### config.mk
export PLATFORM = sky130hd
export DESIGN_NAME = tcc_ctrl
export DESIGN_NICKNAME = d
export VERILOG_FILES = /design/src/hdl/tcc_pkg.sv /design/src/hdl/tcc_ctrl.sv
export SDC_FILE = /design/constraint.sdc
export NUM_CORES = 1
export LEC_CHECK = 0
export BUFFER_PORTS_ARGS = -buffer_cell sky130_fd_sc_hd__buf_2
export CAP_MARGIN = 5
export CORE_AREA = 2 2 39 41
export CTS_CLUSTER_SIZE = 40
export DETAILED_ROUTE_END_ITERATION = 10
export DIE_AREA = 0 0 41 43
export GPL_ROUTABILITY_DRIVEN = 1
export SETUP_SLACK_MARGIN = 0.05
export SLEW_MARGIN = 20
export SYNTH_ARGS = -nofsm -noshare
export SYNTH_HDL_FRONTEND = slang
export SYNTH_SLANG_ARGS = --single-unit
### constraint.sdc
create_clock -name clk_i -period 4.02 [get_ports clk_i]
set_input_delay 0.603 -clock clk_i [delete_from_list [all_inputs] [get_ports clk_i]]
set_output_delay 0.603 -clock clk_i [all_outputs]
set_load 0.02 [all_outputs]
### src/hdl/tcc_pkg.sv
package tcc_pkg;

  localparam int COLUMNS    = 80;
  localparam int ROWS       = 25;
  localparam int CELL_COUNT = ROWS * COLUMNS;
  localparam int COPY_COUNT = (ROWS - 1) * COLUMNS;
  localparam int ADDR_W     = $clog2(CELL_COUNT);
  localparam int ROW_W      = 5;
  localparam int COL_W      = 7;
  localparam int CHAR_W     = 8;
  localparam int ATTR_W     = 8;
  localparam int CELL_W     = CHAR_W + ATTR_W;
  localparam int KIND_W     = 3;
  localparam int CFG_IDX_W  = 1;

  localparam logic [CHAR_W-1:0] NEWLINE_CODE = 8'h0A;
  localparam logic [CHAR_W-1:0] BLANK_CODE   = 8'h20;
  localparam logic [CHAR_W-1:0] MARK_CODE    = 8'h5F;
  localparam logic [ATTR_W-1:0] RESET_ATTR   = 8'h0F;

  localparam logic [CFG_IDX_W-1:0] CFG_TEXT_ATTR  = 1'b0;
  localparam logic [CFG_IDX_W-1:0] CFG_CLEAR_ATTR = 1'b1;

  typedef enum logic [KIND_W-1:0] {
    KIND_PUT   = 3'd0,
    KIND_BACK  = 3'd1,
    KIND_CLEAR = 3'd2,
    KIND_MARK  = 3'd3,
    KIND_READ  = 3'd4
  } tcc_kind_e;

  typedef enum logic [3:0] {
    ST_INIT,
    ST_IDLE,
    ST_DECODE,
    ST_BACK2,
    ST_SCROLL,
    ST_FILL,
    ST_CLEAR,
    ST_RESP
  } tcc_state_e;

  typedef enum logic [2:0] {
    WR_CUR_CHAR,
    WR_CUR_BLANK,
    WR_CUR_MARK,
    WR_COPY,
    WR_FILL_TEXT,
    WR_FILL_CLEAR,
    WR_FILL_RESET
  } tcc_wr_src_e;

  typedef enum logic {
    RD_CELL,
    RD_COPY
  } tcc_rd_src_e;

  typedef struct packed {
    logic        accept;
    logic        wr_en;
    tcc_wr_src_e wr_src;
    logic        rd_en;
    tcc_rd_src_e rd_src;
    logic        cur_put;
    logic        cur_back;
    logic        cnt_clr;
    logic        cnt_inc;
    logic        out_load;
  } tcc_cmd_t;

  typedef struct packed {
    logic [KIND_W-1:0] kind;
    logic              is_newline;
    logic              scroll_needed;
    logic              read_ok;
    logic              cnt_zero;
    logic              cnt_copy_end;
    logic              cnt_last;
    logic              out_free;
  } tcc_sts_t;

endpackage

### src/hdl/tcc_ctrl.sv
module tcc_ctrl (
  input  logic              clk_i,
  input  logic              rst_ni,
  input  logic              in_valid_i,
  output logic              in_ready_o,
  input  tcc_pkg::tcc_sts_t sts_i,
  output tcc_pkg::tcc_cmd_t cmd_o
);

  tcc_pkg::tcc_state_e state_q, state_d;

  always_ff @(posedge clk_i or negedge rst_ni) begin
    if (!rst_ni) begin
      state_q <= tcc_pkg::ST_INIT;
    end else begin
      state_q <= state_d;
    end
  end

  always_comb begin
    state_d = state_q;
    unique case (state_q)
      tcc_pkg::ST_INIT: begin
        if (sts_i.cnt_last) state_d = tcc_pkg::ST_IDLE;
      end
      tcc_pkg::ST_IDLE: begin
        if (in_valid_i) state_d = tcc_pkg::ST_DECODE;
      end
      tcc_pkg::ST_DECODE: begin
        unique case (tcc_pkg::tcc_kind_e'(sts_i.kind))
          tcc_pkg::KIND_PUT: begin
            state_d = sts_i.scroll_needed ? tcc_pkg::ST_SCROLL : tcc_pkg::ST_RESP;
          end
          tcc_pkg::KIND_BACK:  state_d = tcc_pkg::ST_BACK2;
          tcc_pkg::KIND_CLEAR: state_d = tcc_pkg::ST_CLEAR;
          default:             state_d = tcc_pkg::ST_RESP;
        endcase
      end
      tcc_pkg::ST_BACK2: state_d = tcc_pkg::ST_RESP;
      tcc_pkg::ST_SCROLL: begin
        if (sts_i.cnt_copy_end) state_d = tcc_pkg::ST_FILL;
      end
      tcc_pkg::ST_FILL, tcc_pkg::ST_CLEAR: begin
        if (sts_i.cnt_last) state_d = tcc_pkg::ST_RESP;
      end
      tcc_pkg::ST_RESP: begin
        if (sts_i.out_free) state_d = tcc_pkg::ST_IDLE;
      end
      default: state_d = tcc_pkg::ST_INIT;
    endcase
  end

  always_comb begin
    cmd_o      = '0;
    cmd_o.wr_src = tcc_pkg::WR_CUR_BLANK;
    cmd_o.rd_src = tcc_pkg::RD_CELL;
    in_ready_o = 1'b0;
    unique case (state_q)
      tcc_pkg::ST_INIT: begin
        cmd_o.wr_en   = 1'b1;
        cmd_o.wr_src  = tcc_pkg::WR_FILL_RESET;
        cmd_o.cnt_inc = 1'b1;
        cmd_o.cnt_clr = sts_i.cnt_last;
      end
      tcc_pkg::ST_IDLE: begin
        in_ready_o    = 1'b1;
        cmd_o.accept  = in_valid_i;
        cmd_o.cnt_clr = 1'b1;
      end
      tcc_pkg::ST_DECODE: begin
        unique case (tcc_pkg::tcc_kind_e'(sts_i.kind))
          tcc_pkg::KIND_PUT: begin
            cmd_o.wr_en   = 1'b1;
            cmd_o.wr_src  = sts_i.is_newline ? tcc_pkg::WR_CUR_BLANK : tcc_pkg::WR_CUR_CHAR;
            cmd_o.cur_put = 1'b1;
          end
          tcc_pkg::KIND_BACK: begin
            cmd_o.wr_en    = 1'b1;
            cmd_o.wr_src   = tcc_pkg::WR_CUR_BLANK;
            cmd_o.cur_back = 1'b1;
          end
          tcc_pkg::KIND_MARK: begin
            cmd_o.wr_en  = 1'b1;
            cmd_o.wr_src = tcc_pkg::WR_CUR_MARK;
          end
          tcc_pkg::KIND_READ: begin
            cmd_o.rd_en  = sts_i.read_ok;
            cmd_o.rd_src = tcc_pkg::RD_CELL;
          end
          default: begin
          end
        endcase
      end
      tcc_pkg::ST_BACK2: begin
        cmd_o.wr_en  = 1'b1;
        cmd_o.wr_src = tcc_pkg::WR_CUR_BLANK;
      end
      tcc_pkg::ST_SCROLL: begin
        cmd_o.rd_en   = !sts_i.cnt_copy_end;
        cmd_o.rd_src  = tcc_pkg::RD_COPY;
        cmd_o.wr_en   = !sts_i.cnt_zero;
        cmd_o.wr_src  = tcc_pkg::WR_COPY;
        cmd_o.cnt_inc = !sts_i.cnt_copy_end;
      end
      tcc_pkg::ST_FILL: begin
        cmd_o.wr_en   = 1'b1;
        cmd_o.wr_src  = tcc_pkg::WR_FILL_TEXT;
        cmd_o.cnt_inc = 1'b1;
      end
      tcc_pkg::ST_CLEAR: begin
        cmd_o.wr_en   = 1'b1;
        cmd_o.wr_src  = tcc_pkg::WR_FILL_CLEAR;
        cmd_o.cnt_inc = 1'b1;
      end
      tcc_pkg::ST_RESP: begin
        cmd_o.out_load = sts_i.out_free;
      end
      default: begin
      end
    endcase
  end

  a_idle_quiet: assert property (@(posedge clk_i) disable iff (!rst_ni)
    (state_q == tcc_pkg::ST_IDLE) |-> (!cmd_o.wr_en && !cmd_o.rd_en))
    else $error("memory access while idle");

  a_resp_hold: assert property (@(posedge clk_i) disable iff (!rst_ni)
    (state_q == tcc_pkg::ST_RESP && !sts_i.out_free) |=> (state_q == tcc_pkg::ST_RESP))
    else $error("response left while output slot full");

  a_accept_from_idle: assert property (@(posedge clk_i) disable iff (!rst_ni)
    cmd_o.accept |=> (state_q == tcc_pkg::ST_DECODE))
    else $error("accepted request not decoded");

endmodule

==> summary.md <==
| Metric | Value |
|---|---|
| Setup slack, reg-to-reg | `2.26 ns` |
| Die Ht | `43 µm` |
| Critical Path Max Stage Delay | `about 0.53 ns` |
| CTS tree | `yes` |
| Critical path arrival | `around 1.6 ns` |
| Detail Placement HPWL | `846.7 µm` |
| Post-CTS Hold Fix Bufs | `0` |
| Mapped cell area | `411.6 µm²` |
| Setup tns final | `0 ns` |
| Most used cell, CP | `and2_1` |
| Most common cell in the netlist | `nor2_1` |
| Pleak | `between 0.0002 and 0.0003 µW` |
| Routability cong. | `0.8629` |
| Vias in the first global route | `~430` |
| Switch share | `52.72%` |
| Num CTS Buffers | `3` |
| Post-cts sizing count | `0` |
| List of most frequent post-synthesis cells | `9 x nor2_1, 8 x o21ai_0, 5 x a21oi_1` |
| Cells after Synth | `61` |
| Area leader, netlist | `dfrtp_1` |
| First-pass GRT wire length | `1.711 mm` |
| Tcrit/Tclk final | `between 50% and 60%` |
| Worst Tran Pin Value | `0.4560 ns` |
| # diodes | `0` |
| Worst-path clk slew | `0.04 ns` |
| Drt initial violations | `14` |
| Clock sink total | `3` |
| CP endpoint | `cmd_o[9]` |
| Clk_lat worst skew | `0.23 ns` |
| Number of flip-flops in the largest register | `3` |
| Post-synthesis adder-cell area fraction | `0%` |
| Max rail drop VDD | `0.2469 mV` |
| Worst r2r path cells | `4` |
| Unrepaired setup endpoints after global routing | `no` |
| Area share of the largest cell type after synthesis | `18.24%` |
| Final period demand of the worst path | `2.237 ns` |
| Cell area after layout | `570.5 µm²` |
| Slew HR | `69.60%` |
| Layout cells sized above 1 | `~36%` |
| Top_reg_cell synth | `dfrtp_1` |
| Crit Reg-Reg Endpoint | `state_q[0]$_DFFE_PN0P_` |
| Mux share of post-synthesis cell area | `between 3 and 4%` |
| Top Ports | `26` |
| Yosys warnings | `0` |
| Grt ovf | `0` |
| Worst path cell trace | `and2_1 > o21ai_0 > and2_1 > buf_2` |
| Logic pwr share | `64.8%` |
| DR pass1 iterations | `4` |
| Final Setup Violations | `0` |
| Critical Path End Type | `primary output` |
| Skew final | `0.003594 ns` |
| Crit-path slowest cell | `dfrtp_1` |
| Hold Crit Class | `input pin to asynchronous set/reset pin` |
| Synth Register Bits | `3` |
| Clock share of power | `13.3%` |
| Total power | `396.3 µW` |
| Core ar. | `1384 µm²` |
| Vias/cell | `5.117` |
| Routed Antenna Nets | `0` |
| Mean Syn Cell Area | `6.748 µm²` |
| Final WL | `1.121 mm` |
| Internal | `187.4 µW` |
| Switching Power | `208.9 µW` |
| Simple-Gate Fraction of Synth Area | `41.64%` |
| Largest Register | `state_q` |
| CP Launch Type | `register` |
| Max_cap viols | `0` |
| Remaining DRCs | `0` |
| Status | `finished, final reports clean` |
| Hold WS | `0.1521 ns` |
| Ys async rst share | `100.0%` |
| Post-synthesis sequential area ratio | `between 10% and 20%` |
| Reg power frac | `21.9%` |
| WP data required | `3.42 ns` |
| Port bufs | `25` |
| Placement Rows | `14` |
| Synthesized net count | `74` |
| Slew Limit Fails | `0` |
| Top flop regs | `state_q x3` |
| CTS H-tree lvls | `1` |
| Die Area | `1763 µm²` |
| Layout Nets | `101` |
| Largest net degree at the start of global routing | `18` |
| Synth top area cells | `dfrtp_1 18%, o21ai_0 9.7%, nor2_1 8.2%` |
| Compound-Gate Fraction of Synth Area | `slightly below 30%` |
| Max FO, Critical Path | `17` |
| WL/cell | `10.88 µm` |
| Fmax | `447.0 MHz` |
| Initial antenna violation count | `0` |
| Final core occ | `41.23%` |
| Global Route Usage Sum | `14.30%` |
| Crit. Startpoint | `state_q[1]$_DFFE_PN0P_` |
| Crit Reg-Reg Startpoint | `state_q[0]$_DFFE_PN0P_` |
| Synthesis-to-layout area growth | `38.60%` |
| Largest family of logic cells by synthesized area | `simple AND/OR/NAND/NOR gates` |
| Die X | `a little over 40 µm` |
| Distinct cells, synth | `25` |
| Hold Vio Cnt, Final | `0` |
| Initial Util | `29.75%` |
| Crit path kind | `register to primary output` |
| Vias post-DR | `527` |
| Power per cell area | `694.5 nW/µm²` |
| XOR/XNOR Fraction of Synth Area | `0%` |
| Post-placement cell area | `544.3 µm²` |
| CTS root buf | `clkbuf_4` |
| Number of enable flip-flop cells after synthesis | `0` |
| CTS Buffer Depth | `2` |
| Post CTS Setup Buffer Count | `0` |
-- how the worst min path moves through the flow --
stage,start,slack (ns),to
CTS,rst_ni,0.16,state_q[1]$_DFFE_PN0P_
floorplan,rst_ni,0.31,state_q[0]$_DFFE_PN0P_
finish,rst_ni,0.15,state_q[1]$_DFFE_PN0P_
detailed placement,rst_ni,0.40,state_q[2]$_DFFE_PN0P_
global route,rst_ni,0.15,state_q[1]$_DFFE_PN0P_
global placement,rst_ni,0.40,state_q[0]$_DFFE_PN0P_
-- layout by cell type, fill, tap and decap left out, types with 2 or more instances in the layout --
cell	count
o21ai_0	8
and3_1	2
inv_1	4
nand2b_1	3
nor2_1	9
clkbuf_4	3
nand2_1	2
a21oi_1	5
buf_2	25
nor4b_1	2
nor3_1	4
dfrtp_1	3
and2_1	3
a31oi_1	2
-- layer usage --
layer	vias up	share of wire (%)	track usage [%]
met1	228	47	19.48
met3	2	4.8	3.141
met5	-	0	0
met2	21	47	20.00
li1	276	-	-
met4	0	1.1	8.000
-- critical path: cells and delay by family (launching register included) --
kind / cells / cell delay, ns
simple gates: 2 / 0.44
flops: 1 / 0.53
compound gates: 1 / 0.27
buf+inv: 1 / 0.15
-- power groups by stage --
stage               Clock (µW)  Combinational, µW  Sequential, µW
floorplan                    0                215            57.5
global placement             0                258            86.3
detailed placement           0                259            86.5
CTS                       53.1                260            85.7
global route              55.6                283            93.4
finish                    52.9                257            86.6
-- logic make-up (layout without fill, tap and decap cells) --
group,after synthesis,in the layout
AND/OR/NAND/NOR,30,30
buffers and inverters,7,33
multiplexers,1,1
AO/OA/AOI/OAI,20,20
flip-flops,3,3
-- metrics by stage --
stage	cells	worst slack, ns
2_1_floorplan	61	1.932
3_3_place_gp	99	1.994
3_5_place_dp	99	2.001
4_1_cts	103	1.792
5_1_grt	103	1.675
6_report	103	1.783
-- area by class of cell --
type / count / area [µm²]
Timing Repair Buffer: 25 / 125.1
Inverter: 4 / 15.01
Tap cell: 16 / 20.02
Multi-Input combinational cell: 51 / 309.0
Sequential cell: 3 / 75.07
Fill cell: 164 / 813.3
Clock buffer: 4 / 26.28
No activity file was read; power rests on OpenSTA's default activity.
